### src/grmq_pkg.sv
`timescale 1ns / 1ps
// ----------------------------------------------------------------------------
// grmq_pkg
// Shared types and constants for the grid rectangle raise / max query unit.
// ----------------------------------------------------------------------------
package grmq_pkg;

	// field widths of one beat
	localparam int COORD_W    = 7;
	localparam int VAL_W      = 31;
	localparam int S_TDATA_W  = 64;
	localparam int M_TDATA_W  = 32;

	// bit offsets of the input fields inside s_tdata
	localparam int X_LO_LSB   = 0;
	localparam int X_HI_LSB   = X_LO_LSB + COORD_W;
	localparam int Y_LO_LSB   = X_HI_LSB + COORD_W;
	localparam int Y_HI_LSB   = Y_LO_LSB + COORD_W;
	localparam int VALUE_LSB  = Y_HI_LSB + COORD_W;
	localparam int S_USED_W   = VALUE_LSB + VAL_W;

	// operation codes carried in s_tuser
	localparam logic FUNC_RAISE = 1'b0;
	localparam logic FUNC_QUERY = 1'b1;

	// control from the sequencer to the datapath
	typedef struct packed {
		logic             start;    // item accepted, clear running maximum
		logic             rd_en;    // cell read issued this cycle
		logic             clr_wr;   // clearing pass writes zero
		logic             vld_s1;   // read data of a scanned cell arrives
		logic             upd;      // current item is a raise
		logic             load_out; // move running maximum to output register
		logic [VAL_W-1:0] value;    // raise height of current item
	} ctl_t;

endpackage

### src/grmq_seq.sv
`timescale 1ns / 1ps
// ----------------------------------------------------------------------------
// grmq_seq
// Sequencer: clearing pass after reset, then a cell-by-cell rectangle scan.
// ----------------------------------------------------------------------------
module grmq_seq #(
	parameter int GRID_SIDE = 64,
	parameter int DEPTH     = 4096,
	parameter int AW        = 12,
	parameter int CW        = 7
) (
	input  logic                          clk,
	input  logic                          arst_n,
	input  logic                          in_valid,
	output logic                          in_ready,
	input  logic                          in_func,
	input  logic [grmq_pkg::COORD_W-1:0]  in_x_lo,
	input  logic [grmq_pkg::COORD_W-1:0]  in_x_hi,
	input  logic [grmq_pkg::COORD_W-1:0]  in_y_lo,
	input  logic [grmq_pkg::COORD_W-1:0]  in_y_hi,
	input  logic [grmq_pkg::VAL_W-1:0]    in_value,
	input  logic                          out_free,
	output grmq_pkg::ctl_t                ctl,
	output logic [AW-1:0]                 mem_raddr,
	output logic [AW-1:0]                 mem_waddr
);

	typedef enum logic [3:0] {
		ST_CLEAR = 4'b0001,
		ST_IDLE  = 4'b0010,
		ST_SCAN  = 4'b0100,
		ST_DRAIN = 4'b1000
	} state_t;

	state_t                       state_q;
	logic [AW-1:0]                clr_cnt_q;
	logic [CW-1:0]                x_q;
	logic [CW-1:0]                y_q;
	logic [CW-1:0]                x_hi_q;
	logic [CW-1:0]                y_lo_q;
	logic [CW-1:0]                y_hi_q;
	logic [AW-1:0]                row_base_q;
	logic                         func_q;
	logic [grmq_pkg::VAL_W-1:0]   value_q;
	logic                         vld_s1;
	logic [AW-1:0]                addr_s1;

	logic                         accept;
	logic [CW-1:0]                cx0;
	logic [CW-1:0]                cx1;
	logic [CW-1:0]                cy0;
	logic [CW-1:0]                cy1;
	logic                         empty;
	logic [CW-1:0]                x_nxt;
	logic [CW-1:0]                y_nxt;
	logic [AW-1:0]                scan_addr;

	// saturate a coordinate to the grid side
	function automatic logic [CW-1:0] clip(input logic [grmq_pkg::COORD_W-1:0] c);
		logic [CW-1:0] r;
		if (32'(c) > 32'(GRID_SIDE)) begin
			r = CW'(GRID_SIDE);
		end else begin
			r = CW'(c);
		end
		return r;
	endfunction

	assign in_ready  = (state_q == ST_IDLE);
	assign accept    = in_valid && in_ready;
	assign cx0       = clip(in_x_lo);
	assign cx1       = clip(in_x_hi);
	assign cy0       = clip(in_y_lo);
	assign cy1       = clip(in_y_hi);
	assign empty     = (cx0 >= cx1) || (cy0 >= cy1);
	assign x_nxt     = x_q + 1'b1;
	assign y_nxt     = y_q + 1'b1;
	assign scan_addr = row_base_q + AW'(y_q);

	// memory addresses: clearing pass or scanned cell
	assign mem_raddr = scan_addr;
	assign mem_waddr = (state_q == ST_CLEAR) ? clr_cnt_q : addr_s1;

	// control bundle
	assign ctl.start    = accept;
	assign ctl.rd_en    = (state_q == ST_SCAN);
	assign ctl.clr_wr   = (state_q == ST_CLEAR);
	assign ctl.vld_s1   = vld_s1;
	assign ctl.upd      = (func_q == grmq_pkg::FUNC_RAISE);
	assign ctl.load_out = (state_q == ST_DRAIN) && (func_q == grmq_pkg::FUNC_QUERY) && out_free;
	assign ctl.value    = value_q;

	// state, clearing counter and scan valid
	always_ff @(posedge clk or negedge arst_n) begin
		if (!arst_n) begin
			state_q   <= ST_CLEAR;
			clr_cnt_q <= '0;
			vld_s1    <= 1'b0;
		end else begin
			vld_s1 <= 1'b0;
			unique case (state_q)
				ST_CLEAR: begin
					clr_cnt_q <= clr_cnt_q + 1'b1;
					if (clr_cnt_q == AW'(DEPTH - 1)) begin
						state_q <= ST_IDLE;
					end
				end
				ST_IDLE: begin
					if (accept) begin
						state_q <= empty ? ST_DRAIN : ST_SCAN;
					end
				end
				ST_SCAN: begin
					vld_s1 <= 1'b1;
					if ((y_nxt == y_hi_q) && (x_nxt == x_hi_q)) begin
						state_q <= ST_DRAIN;
					end
				end
				ST_DRAIN: begin
					// hold a query result until the output register is free
					if ((func_q == grmq_pkg::FUNC_RAISE) || out_free) begin
						state_q <= ST_IDLE;
					end
				end
				default: begin
					state_q <= ST_IDLE;
				end
			endcase
		end
	end

	// rectangle bounds and scan position
	always_ff @(posedge clk) begin
		if (accept) begin
			func_q     <= in_func;
			value_q    <= in_value;
			x_q        <= cx0;
			y_q        <= cy0;
			x_hi_q     <= cx1;
			y_lo_q     <= cy0;
			y_hi_q     <= cy1;
			row_base_q <= AW'(32'(cx0) * 32'(GRID_SIDE));
		end else if (state_q == ST_SCAN) begin
			if (y_nxt == y_hi_q) begin
				y_q        <= y_lo_q;
				x_q        <= x_nxt;
				row_base_q <= row_base_q + AW'(GRID_SIDE);
			end else begin
				y_q <= y_nxt;
			end
		end
		addr_s1 <= scan_addr;
	end

endmodule

### config.mk
export PLATFORM = sky130hd
export DESIGN_NAME = grmq_seq
export DESIGN_NICKNAME = d
export VERILOG_FILES = /design/src/grmq_pkg.sv /design/src/grmq_seq.sv
export SDC_FILE = /design/constraint.sdc
export NUM_CORES = 1
export LEC_CHECK = 0
export ABC_AREA = 1
export BUFFER_PORTS_ARGS = -buffer_cell sky130_fd_sc_hd__buf_2
export CAP_MARGIN = 20
export CORE_AREA = 8 8 107 109
export CTS_CLUSTER_DIAMETER = 40
export DETAILED_ROUTE_END_ITERATION = 6
export DIE_AREA = 0 0 115 117
export PLACE_DENSITY_LB_ADDON = 0.25
export SYNTH_ARGS = -nofsm -noshare
export SYNTH_HDL_FRONTEND = slang
export SYNTH_SLANG_ARGS = --single-unit
### constraint.sdc
create_clock -name clk -period 3.35 [get_ports clk]
set_clock_uncertainty 0.05 [all_clocks]
set_input_delay 0.335 -clock clk [delete_from_list [all_inputs] [get_ports clk]]
set_output_delay 0.335 -clock clk [all_outputs]
set_load 0.02 [all_outputs]
== Word level (Yosys, flattened, before mapping) ==
Cells that the tools add are included.
Operators by class
  add/sub/neg operators: 5
  magnitude comparators: 6
  equality and inequality tests: 11
  multiplexer cells: 21
  bitwise operators: 1
  reduce and logical (&&, ||, !) cells: 11
Operator list (number)
  7-bit 2-to-1 mux: 10
  12-bit 2-to-1 mux: 4
  7-bit greater-than comparator, second input constant: 4
  4-bit 2-to-1 mux: 5
  4-bit case mux with 4 select lines: 1
  7-bit by 1-bit adder with 7-bit output, second input constant: 2
  7-bit == test: 2
  7-bit >= comparator: 2
  12-bit by 1-bit adder with 12-bit output, second input constant: 1
  12-bit by 7-bit adder with 12-bit output: 1
  12-bit by 7-bit adder with 12-bit output, second input constant: 1
  12-bit == test, second input constant: 1
  2-bit by 1-bit inequality test with 1-bit output, second input constant: 4
  4-bit by 1-bit == test with 1-bit output, second input constant: 1
  4-bit by 2-bit == test with 1-bit output, second input constant: 1
  4-bit by 3-bit == test with 1-bit output, second input constant: 1
  4-bit == test, second input constant: 1
  1-bit logical AND: 4
  2-bit AND reduction: 2
  4-bit AND reduction: 1
  2-bit nonzero test: 2
  1-bit logical OR: 2
  1-bit 2-to-1 mux: 1
  1-bit NOT: 1
Storage, ports and cells
  register bits: 108
  bits of input ports: 64
  output and inout bits: 62

== Longest topological paths before layout ==
  word-level depth: 7
  depth in mapped cells: 15

== Least setup slack after synthesis ==
OpenSTA, ideal clock, no wires.
  path type: register to register
  start: register y_q[0]
  end: register row_base_q[10], enable pin
  arrival: 2.159 ns
  required time: 2.916 ns
  setup slack: 0.756 ns
  cell stages (with the launch flop): 11
  buffers on the path: 0
  clock period less this slack: 2.594 ns
  cell sequence: edfxtp_1 ha_1 inv_1 nand2_1 nand2_1 nand2_1 nand2_1 nand2_1 nor2_4 nand4_2 o21ai_1
Between the ends
  longest elaborated chain between the ends: 4
RTL lines
  start: declaration: RTL line grmq_seq.sv:38  | logic [CW-1:0] y_q;
  start signal: assignment: RTL line grmq_seq.sv:138  | y_q <= cy0;
  start signal: assignment: RTL line grmq_seq.sv:145  | y_q <= y_lo_q;
  start signal: assignment: RTL line grmq_seq.sv:149  | y_q <= y_nxt;
  7-bit by 1-bit adder with 7-bit output: RTL line grmq_seq.sv:77  | assign y_nxt = y_q + 1'b1;
  7-bit == test: RTL line grmq_seq.sv:144  | if (y_nxt == y_hi_q) begin
  2-bit nonzero test (no source line)
  2-bit AND reduction (no source line)
  end signal: assignment: RTL line grmq_seq.sv:142  | row_base_q <= AW'(32'(cx0) * 32'(GRID_SIDE));
  end signal: assignment: RTL line grmq_seq.sv:147  | row_base_q <= row_base_q + AW'(GRID_SIDE);
  end: declaration: RTL line grmq_seq.sv:42  | logic [AW-1:0] row_base_q;
Every way passes these cells.
A chain may end at the register's enable or synchronous reset.

== Final worst setup path ==
  start: register y_q[0]
  end: register x_q[6], enable pin
Between the ends
  longest elaborated chain between the ends: 4
RTL lines
  7-bit by 1-bit adder with 7-bit output: RTL line grmq_seq.sv:77
  7-bit == test: RTL line grmq_seq.sv:144
  2-bit nonzero test (no source line)
  2-bit AND reduction (no source line)
  end signal: assignment: RTL line grmq_seq.sv:146  | x_q <= x_nxt;
  end: declaration: RTL line grmq_seq.sv:37  | logic [CW-1:0] x_q;
Every way passes these cells.

==> results.md <==
| Item | Reported | Unit |
|---|---|---|
| Number of max-capacitance violations reported | 0 | - |
| Synth-to-Final Area Change | 18.5 | % |
| Area of the core region | 0.00991 | sq mm |
| Nets | 765 | - |
| Final setup violation count | 0 | - |
| Unrepaired setup endpoints after global routing | false | - |
| Resized Gates After CTS | 0 | - |
| Antenna violations before repair | 0 | - |
| Height of the die | 117 | microns |
| Most used standard cells in the synthesized netlist | 156 x nand2_1, 84 x inv_1, 73 x edfxtp_1 | - |
| Post-Place Cells | 805 | - |
| Via count of the routed design | 4022 | - |
| Maximum fanout along the worst path | 13 | - |
| Remaining global-route overflow | 0 | - |
| Top cell type by total area after synthesis | edfxtp_1 | - |
| Required time reported for the critical path endpoint | 3.37 | ns |
| Maximum achievable frequency | 407 | MHz |
| IO buf count | 125 | - |
| Iteration-0 DRC count of the detailed router | 148 | - |
| Final critical delay including setup and external delays | 2.46 | ns |
| Mean Syn Cell Area | 9.19 | sq um |
| Leakage power | 3.00 | nW |
| First-pass iteration count of the detailed router | 4 | - |
| Share of final-layout standard cells stronger than drive strength 1 | 0.242 | - |
| Delay of the slowest cell on the worst path | 0.54 | ns |
| Result of the run | finished clean | - |
| Dominant synthesized flop cell | edfxtp_1 | - |
| Count of flip-flops with a built-in enable after synthesis | 73 | - |
| Endpoint of the worst hold path | value_q[22]$_DFFE_PP_ | - |
| Cell count after synthesis | 557 | - |
| #FFs+latches synth | 102 | - |
| RR Endpoint | x_q[6]$_DFFE_PP_ | - |
| Number of failing hold endpoints at the final stage | 0 | - |
| Clock latency at the later pin of the worst-skew pair | 0.37 | ns |
| Global-route wire length before repair | 18800 | microns |
| Slew @ Worst Pin | 0.539 | ns |
| Portion of synthesized cell area occupied by the leading cell type | 0.428 | - |
| Worst hold margin | 0.0795 | ns |
| Final instance count without filler cells | 822 | - |
| CP Data Arrival Time | 2.48 | ns |
| Clock edge transition at the registers on the reported setup and hold paths | 0.10 | ns |
| Reg2reg start | y_q[0]$_DFFE_PP_ | - |
| Site row count | 37 | - |
| PD cells | 711 | mW/mm^2 |
| Part of the power in registers | 0.454 | - |
| List of cells traversed by the critical path | ha_1, inv_1, nand2_1, nand2_1, nand2_1, nand2_1, nand2_1, nor2_4, nand4_2, o21ai_1, buf_4 | - |
| Async set-or-reset flop fraction in the synthesized netlist | 0.167 | - |
| Path type of the worst setup path | register to register | - |
| Period Utilization, post-route | 0.734 | - |
| Reported net switching power | 1.68 | mW |
| Clock Power Share | 0.182 | - |
| Internal power component | 2.63 | mW |
| Worst Reg-to-Reg Cells | 11 | - |
| Post-route setup TNS | 0 | ns |
| Combinational fraction of design power | 0.364 | - |
| Clock buffers created by TritonCTS | 9 | - |
| Worst Hold Launch | in_value[22] | - |
| Synthesized Nets | 641 | - |
| Worst-case vdd ir drop | 0.385 | mV |
| Via-per-instance ratio | 4.89 | - |
| Die span in x | 115 | microns |
| Count of H-tree levels built during CTS | 3 | - |
| Max_slew headroom | 0.640 | - |
| Post-synthesis instance area | 0.00512 | sq mm |
| Final core utilization | 0.613 | - |
| TritonCTS clock tree | done | - |
| Critical-path cell with the highest stage delay | edfxtp_1 | - |
| TritonCTS sink count | 102 | - |
| Die ar. | 0.0135 | sq mm |
| RD Place Congestion | 0.906 | - |
| Final non-filler cell area | 0.00607 | sq mm |
| Initial Utilization | 0.517 | - |
| CTS Root Cell | clkbuf_8 | - |
| Antenna diode instance count | 0 | - |
| DRC violation count after routing | 0 | - |
| Synth cell types | 34 | - |
| Pin count of the biggest net entering global routing | 27 | - |
| # Post-CTS Setup Buffers | 0 | - |
| Overall fraction of global-route tracks in use | 0.177 | - |
| Final Max Tran Viols | 0 | - |
| Top Ports | 126 | - |
| Dominant cell type by count on the critical path | nand2_1 | - |
| Type of element capturing the critical path | register | - |
| Area contributors post-synth | edfxtp_1 43%, nand2_1 11%, dfrtp_1 7.8%, inv_1 6.2%, ha_1 4.9% | - |
| Sort of element at the start of the critical path | register | - |
| Via count of the first global-routing pass | 4207 | - |
| Buffer depth of the longest clock path | 2 | - |
| R2R Setup Slk | 0.89 | ns |
| Placed Area | 0.00585 | sq mm |
| Ys Warns | 0 | - |
| Total Routed Length | 11400 | microns |
| Detailed placer's ending HPWL | 9220 | microns |
| WL per Instance | 13.9 | microns |
| Register area share after synthesis | 0.558 | - |
| Count leader, synth | nand2_1 | - |
| Worst hold path type | primary input to register | - |
| Switching power as a share of total power | 0.390 | - |
| Hold Path Stages | 1 | - |
| Number of nets still failing antenna checks after routing | 0 | - |
==> metal layers <==
metal  track usage  routed length, microns
met5             0                       0
met4        0.0849                     186
met3        0.0677                    1020
met2         0.286                    5130
met1         0.205                    5100
==> power by group through the flow <==
stage                     sequential [mW]  combinational, mW  clock, mW
final                                1.96               1.57      0.787
after global routing                 2.00               1.74      0.860
after CTS                            1.96               1.58      0.813
after detailed placement             1.99               1.58          0
after global placement               1.98               1.54          0
after floorplan                      2.02               1.06          0
==> cell families (layout without fill, tap and decap cells) <==
group                    count (synthesis)  in the layout  synth area share
AO/OA/AOI/OAI                           41             41            0.0423
XOR/XNOR                                20             20            0.0342
AND/OR/NAND/NOR                        269            269             0.231
buffers and inverters                  105            234            0.0848
flip-flops                             102            102             0.558
adder cells (fa/ha/maj)                 20             20            0.0489
==> flip-flops by register name, summed over array words and instances (netlist names) <==
signal,cells
x_q,7
state_q,4
value_q,31
y_lo_q,7
y_hi_q,7
x_hi_q,7
addr_s1,12
y_q,7
clr_cnt_q,12
func_q,1
vld_s1,1
row_base_q,6
==> worst max-delay path, delay by kind of cell, from the launching register on <==
kind	cells	cell delay, ns
AND/OR/NAND/NOR	7	0.74
flip-flops	1	0.54
buffers and inverters	2	0.33
adder cells (fa/ha/maj)	1	0.31
AO/OA/AOI/OAI	1	0.19
==> cell type report <==
cell class	instances	area (sq um)
clock buffers	9	124
clock inverters	7	81.3
fillers	856	3840
inverters	87	327
multi-input cells	350	1830
flip-flops and latches	102	2860
well taps	136	170
repair buffers	131	673
==> how the worst max path moves through the flow <==
stage,slack (ns),end,startpoint
floorplan,0.76,row_base_q[10]$_DFFE_PP_,y_q[0]$_DFFE_PP_
global placement,0.92,state_q[3]$_DFFE_PN0P_,in_x_lo[0]
detailed placement,0.80,state_q[3]$_DFFE_PN0P_,in_x_lo[0]
CTS,0.89,row_base_q[6]$_DFFE_PP_,y_q[0]$_DFFE_PP_
global route,0.73,row_base_q[6]$_DFFE_PP_,y_q[0]$_DFFE_PP_
finish,0.89,x_q[6]$_DFFE_PP_,y_q[0]$_DFFE_PP_
==> timing repair <==
action                                  4_1_cts  5_1_grt
endpoints found under the setup margin        0        0
endpoints found under the hold margin        16        0
hold buffers                                  1        0
==> layout by cell type, fill, tap and decap left out, types with 3 or more instances in the layout <==
cell type	synthesis	layout
nor2_1	43	42
nand3_1	36	36
edfxtp_1	73	73
nand2_2	6	6
buf_4	10	5
a21oi_1	10	10
clkinv_4	0	3
nand2_1	156	156
inv_2	3	3
nand4_1	8	8
nor4_1	4	4
xor2_1	18	18
dfxtp_1	12	12
buf_2	2	125
ha_1	20	20
nor3_1	5	5
inv_1	84	84
dfrtp_1	16	16
clkbuf_8	0	9
o21ai_0	26	26
==> stage by stage <==
| stage | worst slack (ns) | total power [mW] |
|---|---|---|
| 6_report | 0.892 | 4.31 |
| 5_1_grt | 0.734 | 4.60 |
| 4_1_cts | 0.886 | 4.36 |
| 3_5_place_dp | 0.799 | 3.56 |
| 3_3_place_gp | 0.918 | 3.52 |
| 2_1_floorplan | 0.756 | 3.08 |
Note: power is estimated with default switching activity, not from simulation.
