<file path="src/grmq_pkg.sv">
`timescale 1ns / 1ps
// ----------------------------------------------------------------------------
// grmq_pkg
// Shared types and constants for the grid rectangle raise / max query unit.
// ----------------------------------------------------------------------------
package grmq_pkg;

	// field widths of one beat
	localparam int COORD_W    = 7;
	localparam int VAL_W      = 31;
	localparam int S_TDATA_W  = 64;
	localparam int M_TDATA_W  = 32;

	// bit offsets of the input fields inside s_tdata
	localparam int X_LO_LSB   = 0;
	localparam int X_HI_LSB   = X_LO_LSB + COORD_W;
	localparam int Y_LO_LSB   = X_HI_LSB + COORD_W;
	localparam int Y_HI_LSB   = Y_LO_LSB + COORD_W;
	localparam int VALUE_LSB  = Y_HI_LSB + COORD_W;
	localparam int S_USED_W   = VALUE_LSB + VAL_W;

	// operation codes carried in s_tuser
	localparam logic FUNC_RAISE = 1'b0;
	localparam logic FUNC_QUERY = 1'b1;

	// control from the sequencer to the datapath
	typedef struct packed {
		logic             start;    // item accepted, clear running maximum
		logic             rd_en;    // cell read issued this cycle
		logic             clr_wr;   // clearing pass writes zero
		logic             vld_s1;   // read data of a scanned cell arrives
		logic             upd;      // current item is a raise
		logic             load_out; // move running maximum to output register
		logic [VAL_W-1:0] value;    // raise height of current item
	} ctl_t;

endpackage

</file>
<file path="src/grmq_max_unit.sv">
`timescale 1ns / 1ps
// ----------------------------------------------------------------------------
// grmq_max_unit
// Shared compare unit: larger of two heights, used for raise and for query.
// ----------------------------------------------------------------------------
module grmq_max_unit (
	input  logic [grmq_pkg::VAL_W-1:0] a,
	input  logic [grmq_pkg::VAL_W-1:0] b,
	output logic [grmq_pkg::VAL_W-1:0] y
);

	// pick the larger operand
	always_comb begin
		if (a < b) begin
			y = b;
		end else begin
			y = a;
		end
	end

endmodule

</file>
<file path="config.mk">
export PLATFORM = sky130hd
export DESIGN_NAME = grmq_max_unit
export DESIGN_NICKNAME = d
export VERILOG_FILES = /design/src/grmq_pkg.sv /design/src/grmq_max_unit.sv
export SDC_FILE = /design/constraint.sdc
export NUM_CORES = 1
export LEC_CHECK = 0
export BUFFER_PORTS_ARGS = -buffer_cell sky130_fd_sc_hd__buf_2
export CAP_MARGIN = 20
export CORE_MARGIN = 4
export CORE_UTILIZATION = 45
export DETAILED_ROUTE_END_ITERATION = 8
export PLACE_DENSITY = 0.89
export SLEW_MARGIN = 10
export SYNTH_ARGS = -nofsm -noshare
export SYNTH_HDL_FRONTEND = slang
export SYNTH_SLANG_ARGS = --single-unit
</file>
<file path="constraint.sdc">
create_clock -name vclk -period 7.9
set_clock_uncertainty 0.2 [all_clocks]
set_input_delay 1.58 -clock vclk [all_inputs]
set_output_delay 1.58 -clock vclk [all_outputs]
set_load 0.05 [all_outputs]
</file>
* Yosys cells after proc, flatten, opt, wreduce, memory -nomap -nowiden *
Index checks and enable logic that the tools add are counted.
W data, S select, Z words.

operators by class
  muxes and demuxes = 1
  $lt $le $gt $ge = 1

operators by type and width
  cell            number
  $lt A31 B31 Y1  1
  $mux W31        1

word-level totals
  input port bits = 62
  output and inout port bits = 31
  logic and storage cells = 2
  register bits after elaboration = 0

* Logic depth before layout (Yosys ltp) *
Gate-level depths: netlist of the first run.

  word-level depth = 2
  depth in mapped cells = 9
  depth with buffers taken out = 8

* Least setup slack after synthesis of the first run *
Ideal clock, no wire load.

  kind = input-to-output
  start point = input port b[22] (netlist bit)
  end point = output port y[0] (netlist bit)
  stages = 9
  required time = 6120 ps
  arrival time = 3396 ps
  buffers on the path = 1
  setup slack = 2724 ps
  path through = inv_1 ha_1 a21oi_1 o21ai_0 a221oi_1 o211ai_1 a31oi_2 buf_6 mux2_2

between the ends
  word-level cells in the longest chain between the ends = 2

ends and longest elaborated chain
  item             line                 text
  start, declared  grmq_max_unit.sv:8   input logic [grmq_pkg::VAL_W-1:0] b,
  $lt A31 B31 Y1   grmq_max_unit.sv:14  if (a < b) begin
  $mux W31         grmq_max_unit.sv:14
  end, declared    grmq_max_unit.sv:9   output logic [grmq_pkg::VAL_W-1:0] y

Every way passes these cells.

* Final worst setup path of the first run *
  start point = input port b[20] (netlist bit)
  end point = output port y[15] (netlist bit)

Same word-level chain as after synthesis.

==> flow_summary_export.csv, run 1 <==
group,metric,value,unit
grt,track_usage,0.1456,
detailed_routing,wl_per_cell,10.62,µm
detailed_routing,via_per_inst,4.920,
cells_and_area,nets,329,
grt,antenna_found_initial,0,
cells_and_area,final_cell_mix,"buf_2 (93), inv_1 (31), ha_1 (30)",
sta,finalCriticalPeriod,5.883,ns
grt,use_met3,0.01096,
placed_design,placed_cells,263,
cells_and_area,final_common_cell,"buf_2",
placed_design,dp_hpwl,2562,µm
power_and_ir_drop,powerDensity,102.7,mW/mm²
floorplanning,fp.coreArea,0.002318,mm²
cts,cts_setup_buffers,0,
worst_setup_path,critical_path_peak_fanout,31,
logic_synthesis,ys_types,17,
run_status,status,"completed",
cells_and_area,diodes,0,
logic_synthesis,netlist_instances,145,
cells_and_area,nClkBuffers,0,
cells_and_area,area_delta_synth_final,41.71,%
grt,grt_max_degree,32,
worst_setup_path,start_kind,"input port",
floorplanning,die-area,0.003402,mm²
worst_setup_path,crit_required,6.12,ns
placed_design,gp_congestion,0.7624,
power_and_ir_drop,ir_drop,0.00006695,V
worst_setup_path,worstSetupPathType,"input port to output port",
cells_and_area,layout-drive-gt1-share,0.5362,
sta,slew_viol_final,0,
sta,setup_violations,0,
floorplanning,die_y,58.33,µm
grt,grt_use_met1,0.1468,
sta,finalCritPeriodShare,0.7447,
floorplanning,die_width,58.33,µm
grt,top_usage_layer,"met2",
sta,grt_setup_unrepaired,"false",
worst_setup_path,critPathCaptureType,"output port",
flow_run,maxCapViolCount,0,
floorplanning,rows,17,
floorplanning,io_pins,93,
logic_synthesis,synth_area,0.001140,mm²
floorplanning,initial_core_util,0.4916,
sta,tightest_slew,1.012,ns
cts,cts_hold_repair.buffers,0,
detailed_routing,drt_iter0_drc,33,
sta,relSlewSlack,0.3255,
cells_and_area,nFillCells,216,
detailed_routing,route.detailed.drc,0,
logic_synthesis,synth.avg_cell_area,7.861,µm²
grt,gr-total-overflow,0,
logic_synthesis,synth_fp_nets,237,
logic_synthesis,ys_seq_area_frac,0,
detailed_routing,routed_wirelength,2793,µm
sta,setup_tns,0,ns
cells_and_area,stdcell_count,263,
cells_and_area,seq_cells,0,
grt,use_met2,0.3270,
sta,final-hold-violation-count,0,
cts,cts.repair.resized,0,
grt,grt_pass1_vias,1180,
detailed_routing,detail_route.first_pass.iterations,4,
power_and_ir_drop,p_leak,0.9814,nW
detailed_routing,drtAntennaViolNets,0,
detailed_routing,vias,1294,
sta,fmax,170.0,MHz
min_path,hold_class,"input port to output port",
grt,grt_pass1_wl,4243,µm
worst_setup_path,arrival,4.10,ns
cells_and_area,seq_area,0,µm²
logic_synthesis,yosysWarnings,0,
placed_design,place.port_buffers,93,
worst paths after layout:
path,start,to,slack (ns),cells after the start
hold / removal,b[0],y[0],3.42,3
setup / recovery,b[20],y[15],2.02,10
cells in the mapped netlist:
cell,count,share of area
a31oi_2,1,0.011
nand3_1,2,0.0088
o211ai_1,1,0.0066
nand2_1,14,0.046
nor2b_1,1,0.0055
mux2_2,29,0.29
nor4_2,1,0.011
mux2_4,2,0.026
nand4_1,2,0.011
o21ai_0,7,0.031
a21oi_1,16,0.070
inv_1,31,0.10
a221oi_1,1,0.0077
ha_1,30,0.33
and4_1,1,0.0077
nor2_1,3,0.0099
buf_6,3,0.030
report_power, final:
part	total [mW]	switching, mW	internal, mW
Sequential	0	0	0
Combinational	0.166	0.108	0.0580
Clock	0	0	0
kinds of logic (layout without fill, tap and decap cells):
logic type,Yosys count,count (layout),synth area share
muxes,31,31,0.3128
adders and majority gates,30,30,0.3293
and+or+nand+nor,24,24,0.09989
buffers and inverters,34,124,0.1317
AOI/OAI and AO/OA,26,26,0.1262
worst max-delay path: stages:
cell	delay (ns)
buf_2	0.09
inv_1	0.04
ha_1	0.28
a21oi_1	0.13
o21ai_0	0.10
a221oi_1	0.29
o211ai_1	0.15
a31oi_4	0.82
mux2_2	0.42
buf_2	0.21
layer usage:
metal / wire length (µm) / part of all wire
met5: 0 / 0
met3: 300 / 0.11
met2: 1477 / 0.53
met4: 0 / 0
met1: 1014 / 0.36
stage by stage:
stage / util / hold slack [ns] / cell area, µm² / power, mW / worst slack [ns]
after floorplan: - / 3.182 / 1140 / 0.1279 / 2.724
after CTS: 0.6967 / 3.418 / 1615 / 0.1681 / 1.956
after detailed placement: 0.6967 / 3.417 / 1615 / 0.1672 / 1.978
after global placement: 0.6967 / 3.414 / 1615 / 0.1651 / 2.007
after global routing: 0.6967 / 3.429 / 1615 / 0.1795 / 1.738
final: 0.6967 / 3.416 / 1615 / 0.1659 / 2.017
cell type report:
type	instances	area (µm²)	area share
tap	28	35.03	0.02169
timing repair buffer	93	465.4	0.2881
multi-input combinational	111	998.5	0.6181
inverter	31	116.4	0.07204
(Power assumes the default switching activity.)
==> inputs of run 2 (changes only) <==
- CORE_UTILIZATION: 45 -> 42
- PLACE_DENSITY: 0.89 -> 0.84
- clock period: 7.9 -> 5.43 ns (I/O delays scaled with it)
==> run 2 against run 1 <==
- sequential share of layout area did not move
- final area rose by 0.62%
- first-iteration DRC count fell by 39%
- final cell count rose by 1.1%
- worst hold slack got worse by 0.99 ns
- die area rose by 6.1%
- critical path type unchanged
- largest cell class unchanged
- highest routed layer unchanged
==> flow_summary_export.csv, run 2 (same netlist as run 1, synthesis figures left out) <==
group,metric,value,unit
cells_and_area,final_cell_mix,"buf_2 (93), inv_1 (31), ha_1 (30)",
grt,antenna_found_initial,0,
cts,cts_setup_buffers,0,
worst_setup_path,critPathCaptureType,"output port",
detailed_routing,drtAntennaViolNets,0,
cells_and_area,nets,330,
power_and_ir_drop,powerDensity,149.8,mW/mm²
placed_design,dpl-instance-area,0.001625,mm²
grt,track_usage,0.1530,
floorplanning,io_pins,93,
floorplanning,die-area,0.003611,mm²
sta,grt_setup_unrepaired,"false",
grt,gr-total-overflow,0,
sta,tightest_slew,0.3815,ns
cells_and_area,area_delta_synth_final,42.59,%
cts,cts.repair.resized,0,
cells_and_area,final_area,0.001625,mm²
flow_run,maxCapViolCount,0,
power_and_ir_drop,ir_drop,0.0001398,V
sta,relSlewSlack,0.7457,
sta,slew_viol_final,0,
sta,finalCriticalPeriod,4.657,ns
cts,cts_hold_repair.buffers,0,
worst_setup_path,crit_required,4.14,ns
cells_and_area,seq_area,0,µm²
sta,fin_hold_ws,2.429,ns
run_status,status,"completed",
floorplanning,rows,18,
floorplanning,die_width,60.10,µm
cells_and_area,nClkBuffers,0,
sta,fmax,214.7,MHz
grt,grt_max_degree,32,
power_and_ir_drop,p_leak,0.9861,nW
worst_setup_path,worstSetupPathType,"input port to output port",
cells_and_area,diodes,0,
grt,grt_pass1_vias,1246,
detailed_routing,detail_route.first_pass.iterations,4,
cells_and_area,final_common_cell,"buf_2",
detailed_routing,via_per_inst,5.019,
worst_setup_path,start_kind,"input port",
floorplanning,initial_core_util,0.4519,
min_path,hold_class,"input port to output port",
sta,finalCritPeriodShare,0.8577,
placed_design,place.port_buffers,93,
sta,setup_tns,0,ns
worst_setup_path,arrival,3.37,ns
detailed_routing,routed_wirelength,2900,µm
placed_design,dp_hpwl,2676,µm
cells_and_area,seq_cells,0,
detailed_routing,wl_per_cell,10.90,µm
detailed_routing,vias,1335,
floorplanning,fp.coreArea,0.002522,mm²
placed_design,gp_congestion,0.7205,
cells_and_area,layout-drive-gt1-share,0.5381,
floorplanning,die_y,60.10,µm
detailed_routing,drt_iter0_drc,20,
sta,final-hold-violation-count,0,
grt,grt_pass1_wl,4602,µm
detailed_routing,route.detailed.drc,0,
worst_setup_path,critical_path_peak_fanout,31,
min_path,min_path_cells,3,
sta,setup_violations,0,
==> run 2: layout make-up <==
class | instances | area (µm²)
fill | 261 | 897.1
multi-input combinational | 111 | 998.5
inverter | 31 | 116.4
tap | 30 | 37.54
timing repair buffer | 94 | 473.0
==> run 2: metrics by stage <==
stage                     utilization  power [mW]  setup WS (ns)  cells
after floorplan                     -      0.1861          1.242    145
after global placement         0.6443      0.2411         0.8711    266
after detailed placement       0.6443      0.2453         0.7376    266
after CTS                      0.6443      0.2464         0.7302    266
after global routing           0.6443      0.2636         0.6170    266
final                          0.6443      0.2435         0.7726    266
==> run 2: path summary, 6_finish.rpt <==
path,from,to,slack (ns)
setup / recovery,a[22],y[10],0.77
hold / removal,b[17],y[17],2.43
==> run 2: critical path: stages <==
cell	delay, ns
buf_2	0.11
ha_1	0.31
a21oi_1	0.16
o21ai_0	0.10
a221oi_1	0.32
o211ai_1	0.17
a31oi_4	0.15
buf_4	0.37
mux2_2	0.38
buf_2	0.21
==> run 2: metal layers <==
| layer | vias to the layer above | global-route usage | wire length (µm) |
|---|---|---|---|
| met5 | - | 0 | 0 |
| met4 | 0 | 0 | 0 |
| met3 | 0 | 0.008639 | 290 |
| met2 | 53 | 0.3472 | 1584 |
| met1 | 592 | 0.1517 | 1025 |
| li1 | 690 | - | - |
==> run 2: where the power goes <==
group / switching [mW] / internal, mW
sequential: 0 / 0
clock: 0 / 0
combinational: 0.159 / 0.0850
total: 0.159 / 0.0850
==> inputs of run 3 (changes only) <==
- RECOVER_POWER: not set -> 50
- clock period: 5.43 -> 5.3 ns (I/O delays scaled with it)
==> run 3 against run 2 <==
- global-route usage up 0.088 points
- power up 0.82%
- highest routed layer unchanged
- flip-flop and latch count unchanged
- sequential share of layout area unchanged
==> flow_summary_export.csv, run 3 (same netlist as run 1, synthesis figures left out) <==
group,metric,value,unit
grt,grt_max_degree,32,
floorplanning,fp.coreArea,0.002522,mm²
grt,gr-total-overflow,0,
worst_setup_path,path_cells,"buf_2 -> ha_1 -> a21oi_1 -> o21ai_0 -> a221oi_1 -> o211ai_1 -> a31oi_4 -> buf_4 -> mux2_2 -> clkbuf_1",
placed_design,place.port_buffers,93,
detailed_routing,vias,1322,
flow_run,maxCapViolCount,0,
cts,cts_hold_repair.buffers,0,
sta,finalCritPeriodShare,0.8810,
worst_setup_path,cpPeakStageDelay,0.46,ns
sta,setup_violations,0,
power_and_ir_drop,ir_drop,0.0001425,V
sta,finalCriticalPeriod,4.669,ns
detailed_routing,wl_per_cell,10.73,µm
power_and_ir_drop,p_int,0.08338,mW
cells_and_area,nClkBuffers,0,
cells_and_area,nFillCells,261,
worst_setup_path,critPathSlowestCell,"clkbuf_1",
placed_design,gp_congestion,0.7202,
cells_and_area,fin_util,0.6374,
power_and_ir_drop,pwr-share-comb,1.000,
min_path,hold_class,"input port to output port",
cells_and_area,layout-drive-gt1-share,0.4788,
worst_setup_path,crit_required,4.04,ns
floorplanning,initial_core_util,0.4519,
worst_setup_path,critical_path_peak_fanout,31,
sta,grt_setup_unrepaired,"false",
detailed_routing,drt_iter0_drc,19,
cts,cts.repair.resized,0,
cells_and_area,nets,330,
worst_setup_path,arrival,3.41,ns
power_and_ir_drop,powerDensity,152.7,mW/mm²
min_path,hold_end,"y[6]",
worst_setup_path,start_kind,"input port",
grt,track_usage,0.1539,
placed_design,dp_hpwl,2655,µm
detailed_routing,via_per_inst,4.970,
cells_and_area,diodes,0,
floorplanning,io_pins,93,
detailed_routing,drtAntennaViolNets,0,
sta,fmax,214.2,MHz
floorplanning,die_y,60.10,µm
power_and_ir_drop,swShare,0.6604,
floorplanning,rows,18,
grt,antenna_found_initial,0,
power_and_ir_drop,clockPowerShare,0,
grt,grt_pass1_wl,4643,µm
detailed_routing,routed_wirelength,2853,µm
cells_and_area,seq_area,0,µm²
min_path,min_path_cells,3,
cts,cts_setup_buffers,0,
sta,slew_viol_final,0,
run_status,status,"completed",
power_and_ir_drop,p_switching,0.1621,mW
min_path,hp-start,"b[6]",
power_and_ir_drop,p_total,0.2455,mW
floorplanning,die-area,0.003611,mm²
cells_and_area,seq_cells,0,
cells_and_area,area_delta_synth_final,41.05,%
sta,final-hold-violation-count,0,
worst_setup_path,worstSetupPathType,"input port to output port",
cells_and_area,final_common_cell,"buf_2",
worst_setup_path,critPathCaptureType,"output port",
detailed_routing,route.detailed.drc,0,
floorplanning,die_width,60.10,µm
sta,tightest_slew,0.6041,ns
sta,relSlewSlack,0.5990,
grt,grt_pass1_vias,1200,
sta,setup_tns,0,ns
detailed_routing,detail_route.first_pass.iterations,4,
cells_and_area,final_cell_mix,"buf_2 (79), inv_1 (31), ha_1 (30)",
power_and_ir_drop,p_leak,0.9476,nW
power_and_ir_drop,power.share.sequential,0,
run 3: cell types whose count changed in the layout (fill, tap and decap cells not counted), sizes merged:
cell,previous run,this run
buf,94,80
clkbuf,0,14
run 3: how the worst max path moves through the flow:
stage               start  endpoint  slack [ns]  cells past startpoint
finish              a[22]      y[0]        0.63                     10
global route        b[22]     y[21]        0.45                     11
CTS                 a[22]     y[10]        0.68                     10
detailed placement  a[22]     y[10]        0.68                     10
global placement    a[20]     y[22]        0.80                     10
floorplan           b[22]      y[0]        1.16                      9
run 3: per-layer routing:
| metal | vias up | GRT usage | routed length (µm) | part of all wire |
|---|---|---|---|---|
| li1 | 690 | - | - | - |
| met1 | 579 | 0.1618 | 1062 | 0.37 |
| met2 | 53 | 0.3333 | 1499 | 0.53 |
| met3 | 0 | 0.01512 | 290 | 0.10 |
| met4 | 0 | 0 | 0 | 0 |
| met5 | - | 0 | 0 | 0 |
run 3: stage by stage:
step	area (µm²)	hold WS, ns	setup slack [ns]	cells
floorplan	1140	2.142	1.164	145
global placement	1625	2.374	0.7962	266
detailed placement	1625	2.380	0.6825	266
CTS	1625	2.382	0.6761	266
global route	1608	2.400	0.4464	266
finish	1608	2.380	0.6307	266
run 3: layout make-up:
type	count	area [µm²]	area share
well taps	30	37.54	0.02335
multi-input cells	111	998.5	0.6210
repair buffers	94	455.4	0.2833
inverters	31	116.4	0.07237
run 3: power groups by stage:
stage	combinational, mW	clock (mW)	sequential (mW)
after floorplan	0.191	0	0
after global placement	0.247	0	0
after detailed placement	0.251	0	0
after CTS	0.252	0	0
after global routing	0.267	0	0
final	0.246	0	0
run 3: critical path, delay by kind of cell:
kind                     cells  cell delay (ns)
adder cells (fa/ha/maj)      1             0.31
multiplexers                 1             0.23
AO/OA/AOI/OAI                5             0.87
buffers and inverters        3             0.94
